--- src/sv/cws_pkg.sv ---
`timescale 1ns / 1ps
package cws_pkg;

  localparam int MAX_WINDOW   = 63;
  localparam int TIMING_SLOTS = 1024;
  localparam int SLOT_W       = $clog2(TIMING_SLOTS);
  localparam int MAX_GRANTS   = 63;
  localparam int GRANT_CNT_W  = $clog2(MAX_GRANTS + 1);

  localparam logic [22:0] ONE_Q16  = 23'h010000;
  localparam longint      CAP_FULL = longint'(MAX_WINDOW) * 65536;
  localparam logic [22:0] WINDOW_CAP = (CAP_FULL > 64'h7FFFFF) ? 23'h7FFFFF : 23'(CAP_FULL);

  localparam int DIV_STEPS = 33;
  localparam int DIV_CNT_W = $clog2(DIV_STEPS);

  localparam logic [19:0] FINAL_SEQ_RST  = 20'd0;
  localparam logic [15:0] TMO_OFFSET_RST = 16'd50;
  localparam logic [15:0] INIT_RTT_RST   = 16'd3000;

  typedef enum logic [1:0] {
    OP_START   = 2'd0,
    OP_ACK     = 2'd1,
    OP_TIMEOUT = 2'd2,
    OP_NONE    = 2'd3
  } op_t;

  typedef enum logic [1:0] {
    REG_FINAL_SEQ  = 2'd0,
    REG_TMO_OFFSET = 2'd1,
    REG_INIT_RTT   = 2'd2,
    REG_UNUSED     = 2'd3
  } reg_idx_t;

  typedef struct packed {
    logic [19:0] final_sequence;
    logic [15:0] timeout_offset_ms;
    logic [15:0] initial_round_trip_ms;
  } cfg_t;

  typedef struct packed {
    logic load;
    logic measure;
    logic apply;
    logic div_step;
    logic div_add;
    logic run;
  } cmd_t;

  typedef struct packed {
    logic div_needed;
    logic div_last;
    logic grant_ok;
  } sts_t;

endpackage

--- src/sv/cws_ctrl.sv ---
`timescale 1ns / 1ps
module cws_ctrl (
  input  logic          clk,
  input  logic          rst_n,
  input  logic          start,
  input  logic [1:0]    in_operation,
  input  cws_pkg::sts_t sts,
  output cws_pkg::cmd_t cmd,
  output logic          busy
);
  import cws_pkg::*;

  typedef enum logic [2:0] {
    ST_IDLE, ST_LOOKUP, ST_MEASURE, ST_DIVIDE, ST_ADD, ST_APPLY, ST_GRANT
  } state_t;

  state_t st_r;
  logic   busy_r;
  op_t    op;

  assign op   = op_t'(in_operation);
  assign busy = busy_r;

  always_ff @(posedge clk) begin
    if (!rst_n) begin
      st_r   <= ST_IDLE;
      busy_r <= 1'b0;
    end else begin
      unique case (st_r)
        ST_IDLE: begin
          if (start) begin
            unique case (op)
              OP_ACK:     begin st_r <= ST_LOOKUP; busy_r <= 1'b1; end
              OP_START,
              OP_TIMEOUT: begin st_r <= ST_APPLY;  busy_r <= 1'b1; end
              default: ;
            endcase
          end
        end
        ST_LOOKUP:  st_r <= ST_MEASURE;
        ST_MEASURE: st_r <= sts.div_needed ? ST_DIVIDE : ST_GRANT;
        ST_DIVIDE: begin
          if (sts.div_last) st_r <= ST_ADD;
        end
        ST_ADD:   st_r <= ST_GRANT;
        ST_APPLY: st_r <= ST_GRANT;
        ST_GRANT: begin
          if (!sts.grant_ok) begin
            st_r   <= ST_IDLE;
            busy_r <= 1'b0;
          end
        end
        default: st_r <= ST_IDLE;
      endcase
    end
  end

  always_comb begin
    cmd          = '0;
    cmd.load     = (st_r == ST_IDLE) && start;
    cmd.measure  = (st_r == ST_MEASURE);
    cmd.apply    = (st_r == ST_APPLY);
    cmd.div_step = (st_r == ST_DIVIDE);
    cmd.div_add  = (st_r == ST_ADD);
    cmd.run      = (st_r == ST_GRANT);
  end

  ap_busy_idle: assert property (@(posedge clk) disable iff (!rst_n)
    busy_r == (st_r != ST_IDLE)) else $error("busy out of step with state");
  ap_div_exit: assert property (@(posedge clk) disable iff (!rst_n)
    st_r == ST_DIVIDE && sts.div_last |=> st_r == ST_ADD) else $error("divider exit");
  ap_none_ignored: assert property (@(posedge clk) disable iff (!rst_n)
    st_r == ST_IDLE && start && op == OP_NONE |=> st_r == ST_IDLE)
    else $error("unused operation not ignored");

endmodule

--- config.mk ---
export PLATFORM = sky130hd
export DESIGN_NAME = cws_ctrl
export DESIGN_NICKNAME = d
export VERILOG_FILES = /design/src/sv/cws_pkg.sv /design/src/sv/cws_ctrl.sv
export SDC_FILE = /design/constraint.sdc
export NUM_CORES = 1
export LEC_CHECK = 0
export ABC_AREA = 1
export BUFFER_PORTS_ARGS = -buffer_cell sky130_fd_sc_hd__buf_2
export CAP_MARGIN = 10
export CORE_AREA = 2 2 39 41
export DETAILED_ROUTE_END_ITERATION = 8
export DIE_AREA = 0 0 41 43
export HOLD_SLACK_MARGIN = 0.12
export PLACE_DENSITY = 0.57
export SLEW_MARGIN = 20
export SYNTH_ARGS = -nofsm -noshare
export SYNTH_HDL_FRONTEND = slang
export SYNTH_SLANG_ARGS = --single-unit
--- constraint.sdc ---
create_clock -name clk -period 3.2 [get_ports clk]
set_clock_uncertainty 0.15 [all_clocks]
set_input_delay 0.16 -clock clk [delete_from_list [all_inputs] [get_ports clk]]
set_output_delay 0.16 -clock clk [all_outputs]
set_load 0.03 [all_outputs]
==> results.sh <==
export IMPL_critPathArrivalTime_ps=1820
export IMPL_leakagePower_nw=0.255
export IMPL_critPathSlowestCell="dlygate4sd3_1"
export IMPL_maximum_number_of_pins_on_one_net_before_global_route_repair=8
export IMPL_cts_made_buffers=3
export IMPL_place_gp_congestion=0.618
export IMPL_crit_path_start_kind="flip-flop"
export IMPL_syn_inst=51
export IMPL_critical_path_buf_inv_count=3
export IMPL_post_route_period_util_pct=57.8
export IMPL_final_setup_viol_count=0
export IMPL_synth_seq_area_share_pct=26.0
export IMPL_critical_path_endpoint_type="flip-flop"
export IMPL_port_buffers=14
export IMPL_slowest_delay_ps=550
export IMPL_ctsRootBufferMaster="clkbuf_4"
export IMPL_power_density_nw_per_um2=862
export IMPL_post_cts_setup_buffers=0
export IMPL_power_ir_vdd_worst_mv=0.195
export IMPL_floorplan_core_area_um2=1380
export IMPL_fp_dieH_um=43
export IMPL_detail_route_iter0_violations=10
export IMPL_pwr_share_seq_pct=25.3
export IMPL_critical_path_top_delay_family="buffers and inverters"
export IMPL_avgSynthCellArea_um2=6.04
export IMPL_internal_power_mw=0.187
export IMPL_placement_cell_area_um2=398
export IMPL_syn2layout_area_growth_pct=46.3
export IMPL_fill_cell_instance_count_of_the_final_layout=165
export IMPL_post_synth_num_cell_types=14
export IMPL_die_area_um2=1760
export IMPL_utilization_after_layout_pct=32.5
export IMPL_finalWirelength_um=729
export IMPL_htree_num_levels=1
export IMPL_place_hpwl_um=583
export IMPL_cts_tree="yes"
export IMPL_cts_path_max_buffers=2
export IMPL_vias_in_the_first_global_route=338
export IMPL_switching_fraction_pct=51.8
export IMPL_antenna_found_initial=0
export IMPL_drc=0
export IMPL_regArea_um2=80.1
export IMPL_drtPass1Iterations=4
export IMPL_grt_ovfl_total=0
export IMPL_crit_fanout=7
export IMPL_maxCapViolations=0
export IMPL_std_cell_rows=14
export IMPL_source_to_sink_clock_delay_at_the_later_pin_of_the_worst_skew_pair_ps=240
export IMPL_period_needed_ps=1850
export IMPL_cts_num_sinks=4
export IMPL_post_route_cell_area_um2=450
export IMPL_grt_setup_unrepaired="false"
export IMPL_cp_cell_sequence="inv_2 > nor2_1 > inv_1 > nor2_2 > nand3_1 > nand2_1 > a21oi_1 > dlygate4sd3_1"
export IMPL_area_of_the_multi_input_gates_um2=179
export IMPL_worst_slew_margin_rel_pct=82.8
export IMPL_wire_length_of_the_first_global_routing_pass_um=1130
export IMPL_groute_usage_overall_pct=9.75
export IMPL_antennaDiodeCount=0
export IMPL_outcome="finished clean"
export IMPL_layout_nets=81
export IMPL_post_drt_via_cell_ratio=4.11
export IMPL_tightestPinTransition_ps=258
export IMPL_syn_num_nets=59
export IMPL_min_path_type="primary input to flip-flop"
export IMPL_initial_core_util_pct=22.2
export IMPL_vias=358
export IMPL_ys_ff_latch=4
export IMPL_fp_dieW_um=41
export IMPL_boundaryPins=15
export IMPL_max_freq_mhz=540
export IMPL_clock_power_share_pct=16.6
export IMPL_clk_pin_slew_ps=40
export IMPL_timing_hold_violations_final=0
export IMPL_netSwitchingPower_mw=0.201
export IMPL_setup_tns_final_ps=0
export IMPL_antenna_violating_nets_post_route=0
export IMPL_synth_cell_area_um2=308
export IMPL_synth_warning_count=0
export IMPL_slew_violations=0
export IMPL_drive_gt1_share_pct=38.0
export IMPL_average_wire_per_standard_cell_um=8.38
export IMPL_crit_required_ps=3170
export IMPL_criticalPathCategory="flip-flop to flip-flop"
export IMPL_portion_of_total_power_attributed_to_combinational_logic_pct=58.0
==> cell type report <==
| type | instances | area share, % |
|---|---|---|
| clock buffer | 3 | 5.00 |
| inverter | 13 | 10.8 |
| multi-input combinational | 34 | 39.7 |
| sequential | 4 | 17.8 |
| tap | 16 | 4.44 |
| timing repair buffer | 17 | 22.2 |
==> power by group through the flow <==
stage	Combinational (mW)	Clock (mW)	Sequential (mW)
2_1_floorplan	0.166	0	0.102
3_3_place_gp	0.219	0	0.0994
3_5_place_dp	0.219	0	0.0993
4_1_cts	0.227	0.0659	0.0985
5_1_grt	0.254	0.0715	0.102
6_report	0.225	0.0646	0.0984
==> flip-flops by register name, summed over array words and instances, names as in the netlist <==
| register | count |
|---|---|
| busy | 1 |
| st_r | 3 |
==> kinds of logic (layout without fill, tap and decap cells) <==
logic type             after synthesis  after routing  share of synthesized area, %
and+or+nand+nor                     29             29                          50.0
DFF                                  4              4                          26.0
AOI/OAI and AO/OA                    5              5                          8.13
buffers and inverters               13             33                          15.9
==> synth_stat cells, drive strengths merged <==
library cell	instances	area share (%)
dfxtp	4	26
nand3	6	11
a21oi	5	8.1
nand4	1	2.0
inv	13	16
nor3	1	3.3
nand3b	1	2.4
nand2	10	14
nor2	10	17
==> cell usage in the layout (no fill, tap or decap) <==
master          n
a21oi_1         5
buf_2          14
clkbuf_4        3
dfxtp_1         4
dlygate4sd3_1   3
inv_1          11
inv_2           2
nand2_1         8
nand2_2         2
nand3_1         5
nand3_2         1
nand3b_1        1
nand4_1         1
nor2_1          6
nor2_2          3
nor2_4          1
nor3_2          1
==> metal layers <==
| layer | share of wire, % | routed length, um | GRT usage, % |
|---|---|---|---|
| met4 | 0 | 0 | 10.0 |
| met2 | 50 | 368 | 15.9 |
| met3 | 5.3 | 39 | 1.57 |
| met1 | 44 | 322 | 9.03 |
| met5 | 0 | 0 | 0 |
==> path summary, 6_finish.rpt <==
kind                            slack, ps                 start                    to  cells past startpoint
worst max-delay path                 1350  st_r[1]$_SDFFE_PN0P_     busy$_SDFFE_PN0P_                      8
worst min register to register        440  st_r[1]$_SDFFE_PN0P_  st_r[1]$_SDFFE_PN0P_                      3
worst min-delay path                  120                sts[0]  st_r[2]$_SDFFE_PN0P_                      3
worst max register to register       1350  st_r[1]$_SDFFE_PN0P_     busy$_SDFFE_PN0P_                      8
==> tightest hold or removal path, cell delays in order <==
cell and delay [ps]:
buf_2 100, nand4_1 120, a21oi_1 80
==> stage by stage <==
step	worst slack, ps	hold WS, ps	power, mW	instances
after CTS	1350	121	0.391	87
after detailed placement	1850	260	0.319	81
after floorplan	1750	133	0.268	51
after global routing	1210	131	0.427	87
after global placement	1840	257	0.318	81
final	1350	118	0.388	87
==> what timing repair did <==
item / in CTS / in global routing
hold buffers: 3 / 0
endpoints found under the setup margin: 0 / 0
gates resized for setup: 0 / 0
hold endpoints to repair: 3 / 0
No activity file was read; power rests on OpenSTA's default activity.
