==> src/sv/cws_pkg.sv <==
`timescale 1ns / 1ps
package cws_pkg;

  localparam int MAX_WINDOW   = 63;
  localparam int TIMING_SLOTS = 1024;
  localparam int SLOT_W       = $clog2(TIMING_SLOTS);
  localparam int MAX_GRANTS   = 63;
  localparam int GRANT_CNT_W  = $clog2(MAX_GRANTS + 1);

  localparam logic [22:0] ONE_Q16  = 23'h010000;
  localparam longint      CAP_FULL = longint'(MAX_WINDOW) * 65536;
  localparam logic [22:0] WINDOW_CAP = (CAP_FULL > 64'h7FFFFF) ? 23'h7FFFFF : 23'(CAP_FULL);

  localparam int DIV_STEPS = 33;
  localparam int DIV_CNT_W = $clog2(DIV_STEPS);

  localparam logic [19:0] FINAL_SEQ_RST  = 20'd0;
  localparam logic [15:0] TMO_OFFSET_RST = 16'd50;
  localparam logic [15:0] INIT_RTT_RST   = 16'd3000;

  typedef enum logic [1:0] {
    OP_START   = 2'd0,
    OP_ACK     = 2'd1,
    OP_TIMEOUT = 2'd2,
    OP_NONE    = 2'd3
  } op_t;

  typedef enum logic [1:0] {
    REG_FINAL_SEQ  = 2'd0,
    REG_TMO_OFFSET = 2'd1,
    REG_INIT_RTT   = 2'd2,
    REG_UNUSED     = 2'd3
  } reg_idx_t;

  typedef struct packed {
    logic [19:0] final_sequence;
    logic [15:0] timeout_offset_ms;
    logic [15:0] initial_round_trip_ms;
  } cfg_t;

  typedef struct packed {
    logic load;
    logic measure;
    logic apply;
    logic div_step;
    logic div_add;
    logic run;
  } cmd_t;

  typedef struct packed {
    logic div_needed;
    logic div_last;
    logic grant_ok;
  } sts_t;

endpackage

==> src/sv/cws_regs.sv <==
`timescale 1ns / 1ps
module cws_regs (
  input  logic           clk,
  input  logic           rst_n,
  input  logic           psel,
  input  logic           penable,
  input  logic           pwrite,
  input  logic [3:0]     paddr,
  input  logic [31:0]    pwdata,
  output logic [31:0]    prdata,
  output logic           pready,
  output cws_pkg::cfg_t  cfg
);
  import cws_pkg::*;

  cfg_t     cfg_r;
  reg_idx_t idx;

  assign idx    = reg_idx_t'(paddr[3:2]);
  assign pready = 1'b1;
  assign cfg    = cfg_r;

  always_ff @(posedge clk) begin
    if (!rst_n) begin
      cfg_r.final_sequence        <= FINAL_SEQ_RST;
      cfg_r.timeout_offset_ms     <= TMO_OFFSET_RST;
      cfg_r.initial_round_trip_ms <= INIT_RTT_RST;
    end else if (psel && penable && pwrite) begin
      unique case (idx)
        REG_FINAL_SEQ:  cfg_r.final_sequence        <= pwdata[19:0];
        REG_TMO_OFFSET: cfg_r.timeout_offset_ms     <= pwdata[15:0];
        REG_INIT_RTT:   cfg_r.initial_round_trip_ms <= pwdata[15:0];
        default: ;
      endcase
    end
  end

  always_comb begin
    unique case (idx)
      REG_FINAL_SEQ:  prdata = {12'd0, cfg_r.final_sequence};
      REG_TMO_OFFSET: prdata = {16'd0, cfg_r.timeout_offset_ms};
      REG_INIT_RTT:   prdata = {16'd0, cfg_r.initial_round_trip_ms};
      default:        prdata = 32'd0;
    endcase
  end

endmodule

==> config.mk <==
export PLATFORM = sky130hd
export DESIGN_NAME = cws_regs
export DESIGN_NICKNAME = d
export VERILOG_FILES = /design/src/sv/cws_pkg.sv /design/src/sv/cws_regs.sv
export SDC_FILE = /design/constraint.sdc
export NUM_CORES = 1
export LEC_CHECK = 0
export BUFFER_PORTS_ARGS = -buffer_cell sky130_fd_sc_hd__buf_2
export CORE_MARGIN = 1
export CORE_UTILIZATION = 42
export CTS_BUF_LIST = sky130_fd_sc_hd__clkbuf_4
export DETAILED_ROUTE_END_ITERATION = 10
export GPL_ROUTABILITY_DRIVEN = 0
export PLACE_DENSITY = 0.78
export SYNTH_ARGS = -nofsm -noshare
export SYNTH_HDL_FRONTEND = slang
export SYNTH_SLANG_ARGS = --single-unit
==> constraint.sdc <==
create_clock -name clk -period 1.2 [get_ports clk]
set_input_delay 0.18 -clock clk [delete_from_list [all_inputs] [get_ports clk]]
set_output_delay 0.18 -clock clk [all_outputs]
set_load 0.02 [all_outputs]
==> results of run 1 <==
[cell usage in the layout, fill, tap and decap left out, types with 3 or more instances in the layout]
cell and n:
mux2i_1 57, dfxtp_1 17, dfxtp_2 35, buf_12 4
buf_4 44, and2_4 4, o21ai_0 7, clkbuf_4 5
inv_1 10, buf_6 42, nand2_1 79, nand3_1 3
buf_2 58, o21ai_1 7, o21ai_2 9, o211ai_1 10
conb_1 13
[path summary, 6_finish.rpt]
kind,cells after the start,end,slack (ps)
min reg2reg,2,cfg[36]$_SDFFE_PN0P_,470
max,3,prdata[5],-150
min,3,cfg[49]$_SDFFE_PN0P_,20
max reg2reg,4,cfg[12]$_SDFFE_PN0P_,410
[logic make-up (layout without fill, tap and decap cells)]
| logic type | Yosys count | after routing |
|---|---|---|
| flops | 52 | 52 |
| buf+inv | 43 | 166 |
| other cells | 2 | 13 |
| compound gates | 33 | 33 |
| mux | 58 | 58 |
| simple gates | 94 | 94 |
[per-layer routing]
layer / GRT usage, % / vias to the layer above
met4: 6.182 / 0
met3: 5.287 / 10
met5: 0 / -
li1: - / 1177
met2: 39.13 / 84
met1: 24.07 / 1106
[what timing repair did]
item | CTS | global route
cloned | 0 | 0
hold endpoints to repair | 0 | 0
buffers inserted | 21 | 3
gates resized for setup | 76 | 53
endpoints found under the setup margin | 20 | 41
pin swaps | 1 | 5
[power by group through the flow]
| stage | Sequential [mW] | Combinational, mW | Clock, mW |
|---|---|---|---|
| 5_1_grt | 1.78 | 0.582 | 1.09 |
| 4_1_cts | 1.77 | 0.523 | 1.03 |
| 3_5_place_dp | 1.81 | 0.473 | 0 |
| 6_report | 1.77 | 0.543 | 1.02 |
| 3_3_place_gp | 1.81 | 0.466 | 0 |
| 2_1_floorplan | 1.84 | 0.297 | 0 |
[worst max-delay path: stages, from the launching register on]
cell	delay [ps]
dfxtp_2	360
mux2i_1	190
o21ai_2	110
buf_6	140
[layout make-up]
| type | instances | area [um2] |
|---|---|---|
| fill | 451 | 1867 |
| multi-input combinational | 198 | 1275 |
| timing repair buffer | 148 | 1174 |
| sequential | 52 | 1085 |
| tap | 72 | 90.09 |
| clock inverter | 3 | 42.54 |
| clock buffer | 5 | 37.54 |
| inverter | 10 | 37.54 |
==> impl_metrics.ini, run 1 <==
[place]
io_buffers = 98
dpl-instance-area_mm2 = 0.003164
dp_slack_ps = -134.9
dp_cells = 456
dp_hpwl_um = 4620

[job]
drv_cap = 0

[critical_path]
worstSetupPathType = register to output pin
worstPathMaxFanout = 2
cp-startpoint = cfg[5]$_SDFFE_PN1P_
required_ps = 1020
startpoint_type = register
r2r_start = cfg[12]$_SDFFE_PN0P_
crit_arrival_ps = 1170
endpoint_kind = output pin

[sta]
finalWorstSetupSlack_ps = -153.6
rsz0062_at_grt = true
drv_slew = 0
final.setup_skew_ps = 0
finalSetupTns_ps = -1672
finalSetupViolCount = 17
clock.fmax_mhz = 738.8
min_period_over_period_pct = 112.8
hold_slack_ps = 22.34
hold_viol_final = 0
period_minus_slack_ps = 1354

[clocking]
cts_tree = yes
cts.clk_slew.worst_paths_ps = 150
clock_path_buffers = 2
cts_buffers = 5
cts.sinks = 52
insertion_delay_ps = 370
htree_levels = 2
root_buffer = clkbuf_4
cts-hold-fix-buffers = 0

[global_route]
antenna_found_initial = 0
grt_pass1_wl_um = 10290
grt_usage_pct = 21.25
grt_max_degree = 37
grt_pass1_vias = 2166
overflow = 0

[finish]
area_delta_synth_final_pct = 50.40
stdcell_count = 488
fin_nets = 456
design_area_mm2 = 0.003741
drive_gt1_share_pct = 50.24
antenna_cells = 0
largest_reg_flops = 52
final_util_pct = 66.71

[routing]
top_layer = met4
via_per_inst = 4.871
wl_um = 6957
remaining_drc_errors = 0
wl_met3_um = 375
wl_met2_um = 3544
post_drt_wl_per_cell_um = 14.26
met1Wirelength_um = 2933
vias = 2377
first_pass_iters = 4
first_iter_violations = 102
ant_nets = 0

[logic_synthesis]
synthMuxAreaShare_pct = 23.34
synthXorXnorAreaFrac_pct = 0
async_flop_share_pct = 0
yosysWarnings = 0
synth_top_cell_by_area = dfxtp_1
synth_top_family_by_area = multiplexers
synthTopCellsByCount = nand2_1, mux2i_1, dfxtp_1, o21ai_0, buf_4
synth_cells = 282
synth_top_area_share_pct = 41.85
synth-simple-area-share_pct = 16.35
post_synth_fa_ha_maj_area_fraction_pct = 0
synth.distinct_cells = 21
synth_edf_count = 0
avgSynthCellArea_um2 = 8.821
synthFlopType = dfxtp_1
synth_compound_area_share_pct = 7.646
ys_ff_latch = 52
synth.most_common_cell = nand2_1
synth_area_mm2 = 0.002487
synth.area.top_cells = dfxtp_1, mux2i_1, nand2_1, buf_4, o21ai_0
ys_seq_area_share_pct = 41.85

[floorplan]
initial_utilization_pct = 44.36
io-pin-count = 126
die-area_mm2 = 0.006234
die_h_um = 78.96
die_x_um = 78.96
rows = 27
core-area_mm2 = 0.005608

[outcome]
violations = setup timing
status = complete, but fails checks

[power]
power_leakage_nw = 1.843
finalPower_mw = 3.333
p_comb_share_pct = 16.3
p_sw_share_pct = 27.33
p_int_mw = 2.422
ir_drop_mv = 0.4649
p_sw_mw = 0.9110
seqPwrFrac_pct = 53.2
clockPowerShare_pct = 30.5
power_density_mw_per_mm2 = 890.9

[worst_hold_path]
hp-class = input pin to register
worstHoldStart = pwdata[17]
(Power assumes the default switching activity.)
==> run 2, diff against run 1 <==
- PLACE_DENSITY: 0.78 -> not set
- PLACE_DENSITY_LB_ADDON: not set -> 0.25
- SKIP_CTS_REPAIR_TIMING: not set -> 1
==> run 2 against run 1 <==
Against the previous run: the run still ends with setup timing left; non-clock buffer count decreased by 20; largest cell class unchanged; sequential cell count unchanged; die area unchanged; final area shrank 10%; highest routed layer unchanged.
==> impl_metrics.ini, run 2 (same netlist as run 1, synthesis figures left out) <==
[outcome]
status = complete, but fails checks
violations = setup timing

[critical_path]
worstPathMaxFanout = 2
worstSetupPathType = register to output pin
endpoint_kind = output pin
required_ps = 1020
r2r_start = cfg[3]$_SDFFE_PN1P_
crit_path_top_delay_cell = dfxtp_2
slowest_delay_ps = 340
critPathBufInv = 1
crit_arrival_ps = 1120
cp_num_cells = 3
startpoint_type = register
path_delay_family = flip-flops
cp-startpoint = cfg[1]$_SDFFE_PN0P_
path_cells = mux2i_1 -> o21ai_2 -> buf_6
reg2reg_depth = 3

[global_route]
met2_usage_pct = 33.91
use_met3_pct = 4.368
overflow = 0
grt_pass1_vias = 2002
grt_max_degree = 73
grt_usage_pct = 20.03
grt_pass1_wl_um = 9570
use_met1_pct = 24.68
antenna_found_initial = 0
gr-max-usage-layer = met2

[finish]
area_delta_synth_final_pct = 35.41
drive_gt1_share_pct = 47.34
stdcell_count = 467
antenna_cells = 0
fin_nets = 436
final_common_cell = nand2_1
largest_reg_flops = 52
layout_common_cells = nand2_1, buf_2, mux2i_1

[floorplan]
die-area_mm2 = 0.006234
initial_utilization_pct = 44.36
rows = 27
die_h_um = 78.96
die_x_um = 78.96
io-pin-count = 126
core-area_mm2 = 0.005608

[sta]
finalWorstSetupSlack_ps = -99.37
rsz0062_at_grt = true
final.setup_skew_ps = 0
drv_slew = 0
hold_viol_final = 0
period_minus_slack_ps = 1299
finalSetupViolCount = 16
min_period_over_period_pct = 108.3
clock.fmax_mhz = 769.6

[worst_hold_path]
hp-class = input pin to register
whs_path_depth = 3
worstHoldStart = pwdata[17]

[place]
io_buffers = 98
dp_cells = 452
dp_hpwl_um = 4546

[routing]
wl_um = 6388
remaining_drc_errors = 0
vias = 2299
post_drt_wl_per_cell_um = 13.68
first_pass_iters = 4
via_per_inst = 4.923
first_iter_violations = 95
ant_nets = 0

[clocking]
cts_buffers = 5
root_buffer = clkbuf_4
htree_levels = 2
cts.sinks = 52
cts.clk_slew.worst_paths_ps = 140
cts_tree = yes
clock_path_buffers = 2
insertion_delay_ps = 350

[power]
power_density_mw_per_mm2 = 892.8
power_leakage_nw = 1.685
ir_drop_mv = 0.4390
finalPower_mw = 3.007

[job]
drv_cap = 0
[run 2: changes by cell type in the layout (fill, tap and decap cells not counted), moves of 2 or more]
cell / previous run / this run
and2_1: 1 / 3
buf_12: 4 / 1
buf_2: 58 / 76
buf_4: 44 / 37
and2_4: 4 / 2
buf_6: 42 / 14
[run 2: worst paths after layout]
path                            slack, ps              endpoint
worst max-delay path                 -100             prdata[1]
worst max register to register        440   cfg[3]$_SDFFE_PN1P_
worst min-delay path                   40  cfg[49]$_SDFFE_PN0P_
worst min register to register        470  cfg[36]$_SDFFE_PN0P_
[run 2: worst register-to-register path, stage by stage (launching register included)]
cell      delay (ps)
dfxtp_2          350
buf_4            130
o21ai_0           60
o211ai_1         100
[run 2: area by class of cell]
| cell class | count | area [um2] |
|---|---|---|
| inverter | 10 | 37.54 |
| multi-input combinational | 198 | 1269 |
| sequential | 52 | 1086 |
| clock buffer | 6 | 45.04 |
| clock inverter | 1 | 5.005 |
| timing repair buffer | 128 | 835.8 |
| fill | 516 | 2240 |
| tap | 72 | 90.09 |
[run 2: metal layers]
metal	up-vias	wire, um
met5	-	0
met3	9	287
met2	71	3257
met4	0	85
li1	1133	-
met1	1086	2758
[run 2: through the flow]
stage | TNS, ps | utilization, % | hold slack, ps | instance area [um2] | setup slack [ps]
5_1_grt | -1996 | 60.06 | 29.85 | 3368 | -161.5
3_3_place_gp | -927.3 | 55.22 | 430.4 | 3097 | -74.08
4_1_cts | -2071 | 56.11 | 34.80 | 3147 | -198.6
6_report | -907.2 | 60.06 | 41.32 | 3368 | -99.37
2_1_floorplan | -62.65 | - | 322.2 | 2564 | -34.09
3_5_place_dp | -2069 | 55.22 | 438.0 | 3097 | -93.09
[run 2: power by group]
part | internal, mW | leakage [nW] | total [mW] | switching [mW]
clock | 0.240 | 0.0315 | 0.737 | 0.497
sequential | 1.75 | 0.432 | 1.77 | 0.0187
combinational | 0.196 | 1.22 | 0.498 | 0.302
total | 2.19 | 1.69 | 3.01 | 0.817
==> run 3, diff against run 2 <==
- CTS_CLUSTER_SIZE: not set -> 24
- SETUP_SLACK_MARGIN: not set -> 0.05
==> run 3 against run 2 <==
Against the previous run: the flow still finishes with violations (setup timing); die area unchanged; global-route usage up 0.89 points; sequential share of layout area down 0.57 points; wire length up 1.7%; sequential power about the same; critical path depth unchanged; count of clock-buffer cells in the layout down 1; register-to-register slack worse by 90 ps; setup slack worse by 28 ps; worst hold slack worse by 9.5 ps; highest routed layer unchanged.
==> impl_metrics.ini, run 3 (same netlist as run 1, synthesis figures left out) <==
[outcome]
status = complete, but fails checks
violations = setup timing

[routing]
post_drt_wl_per_cell_um = 13.97
met1Wirelength_um = 2881
wl_met3_um = 379
ant_nets = 0
first_pass_iters = 4
top_layer = met4
wl_met2_um = 3148
vias = 2301
via_per_inst = 4.948
wl_um = 6497
remaining_drc_errors = 0
first_iter_violations = 92

[critical_path]
endpoint_kind = output pin
crit_arrival_ps = 1150
worstPathMaxFanout = 3
path_cells = mux2i_2 -> o21ai_4 -> buf_2
worstSetupPathType = register to output pin
critPathBufInv = 1
required_ps = 1020
slowest_delay_ps = 360
path_delay_family = flip-flops
startpoint_type = register
crit_path_top_delay_cell = dfxtp_2

[global_route]
grt_pass1_vias = 2135
antenna_found_initial = 0
overflow = 0
grt_max_degree = 48
grt_pass1_wl_um = 10050
grt_usage_pct = 20.93

[floorplan]
initial_utilization_pct = 44.36
core-area_mm2 = 0.005608
die_h_um = 78.96
rows = 27
die-area_mm2 = 0.006234
io-pin-count = 126
die_x_um = 78.96

[sta]
hold_viol_final = 0
drv_slew = 0
finalSetupTns_ps = -1262
rsz0062_at_grt = true
hold_slack_ps = 31.78
finalSetupViolCount = 16
finalWorstSetupSlack_ps = -127.6
period_minus_slack_ps = 1328
final.setup_skew_ps = 0
clock.fmax_mhz = 753.2
min_period_over_period_pct = 110.6

[finish]
fin_nets = 433
antenna_cells = 0
area_delta_synth_final_pct = 40.39
stdcell_count = 465
layout_common_cells = buf_2, nand2_1, mux2i_1
largest_reg_flops = 52
final_util_pct = 62.27
final_common_cell = buf_2
fillers = 517
drive_gt1_share_pct = 51.40

[power]
power_leakage_nw = 1.699
power_density_mw_per_mm2 = 871.0
ir_drop_mv = 0.4170

[clocking]
root_buffer = clkbuf_4
insertion_delay_ps = 360
htree_levels = 2
clock_path_buffers = 2
cts.sinks = 52
cts.clk_slew.worst_paths_ps = 140
cts_buffers = 5
cts_tree = yes

[place]
dp_hpwl_um = 4642
dp_slack_ps = -78.29
dp_cells = 452
io_buffers = 98

[job]
drv_cap = 0

[worst_hold_path]
hp-class = input pin to register
==> run 3: changes by cell type in the layout (fill, tap and decap cells not counted), moves of 2 or more <==
| cell | before | now |
|---|---|---|
| and2_1 | 3 | 1 |
| and2_4 | 2 | 4 |
| buf_12 | 1 | 5 |
| buf_4 | 37 | 26 |
| buf_6 | 14 | 17 |
| dfxtp_1 | 16 | 6 |
| dfxtp_2 | 36 | 43 |
| dfxtp_4 | 0 | 3 |
| mux2i_1 | 58 | 55 |
| mux2i_4 | 0 | 2 |
| nand2_1 | 79 | 76 |
| nand2_2 | 0 | 3 |
| o21ai_2 | 9 | 7 |
| o21ai_4 | 0 | 3 |
==> run 3: worst register-to-register path: cells and delay by family (launching register included) <==
family | cells | cell delay (ps)
compound gates | 2 | 160
flops | 1 | 350
buf+inv | 2 | 230
==> run 3: routing by layer <==
layer | vias up | global-route usage [%]
met4 | 0 | 7.091
met3 | 8 | 4.368
met1 | 1085 | 26.72
met2 | 79 | 35.04
li1 | 1129 | -
met5 | - | 0
==> run 3: stage by stage <==
| step | cell area, um2 | total power, mW |
|---|---|---|
| floorplan | 2610 | 2.147 |
| global placement | 3181 | 2.290 |
| detailed placement | 3181 | 2.297 |
| CTS | 3232 | 3.032 |
| global route | 3492 | 3.192 |
| finish | 3492 | 3.041 |
==> run 3: path summary, 6_finish.rpt <==
path / start / endpoint / cells past startpoint / slack [ps]
hold reg to reg: cfg[49]$_SDFFE_PN0P_ / cfg[49]$_SDFFE_PN0P_ / 2 / 470
hold / removal: pwdata[19] / cfg[51]$_SDFFE_PN0P_ / 3 / 30
setup reg to reg: cfg[8]$_SDFFE_PN1P_ / cfg[8]$_SDFFE_PN1P_ / 4 / 350
setup / recovery: cfg[12]$_SDFFE_PN0P_ / prdata[12] / 3 / -130
==> run 3: layout make-up <==
class | count | area [um2] | share of cell area, %
Clock buffer | 5 | 37.54 | 1.075
Clock inverter | 3 | 13.76 | 0.3941
Inverter | 10 | 37.54 | 1.075
Multi-Input combinational cell | 198 | 1335 | 38.23
Sequential cell | 52 | 1106 | 31.67
Tap cell | 72 | 90.09 | 2.580
Timing Repair Buffer | 125 | 872.1 | 24.97
==> run 3: power breakdown <==
group / switching, mW / leakage (nW) / total, mW / internal (mW)
Combinational: 0.311 / 1.23 / 0.529 / 0.218
Clock: 0.526 / 0.0324 / 0.742 / 0.216
Sequential: 0.0215 / 0.435 / 1.77 / 1.75
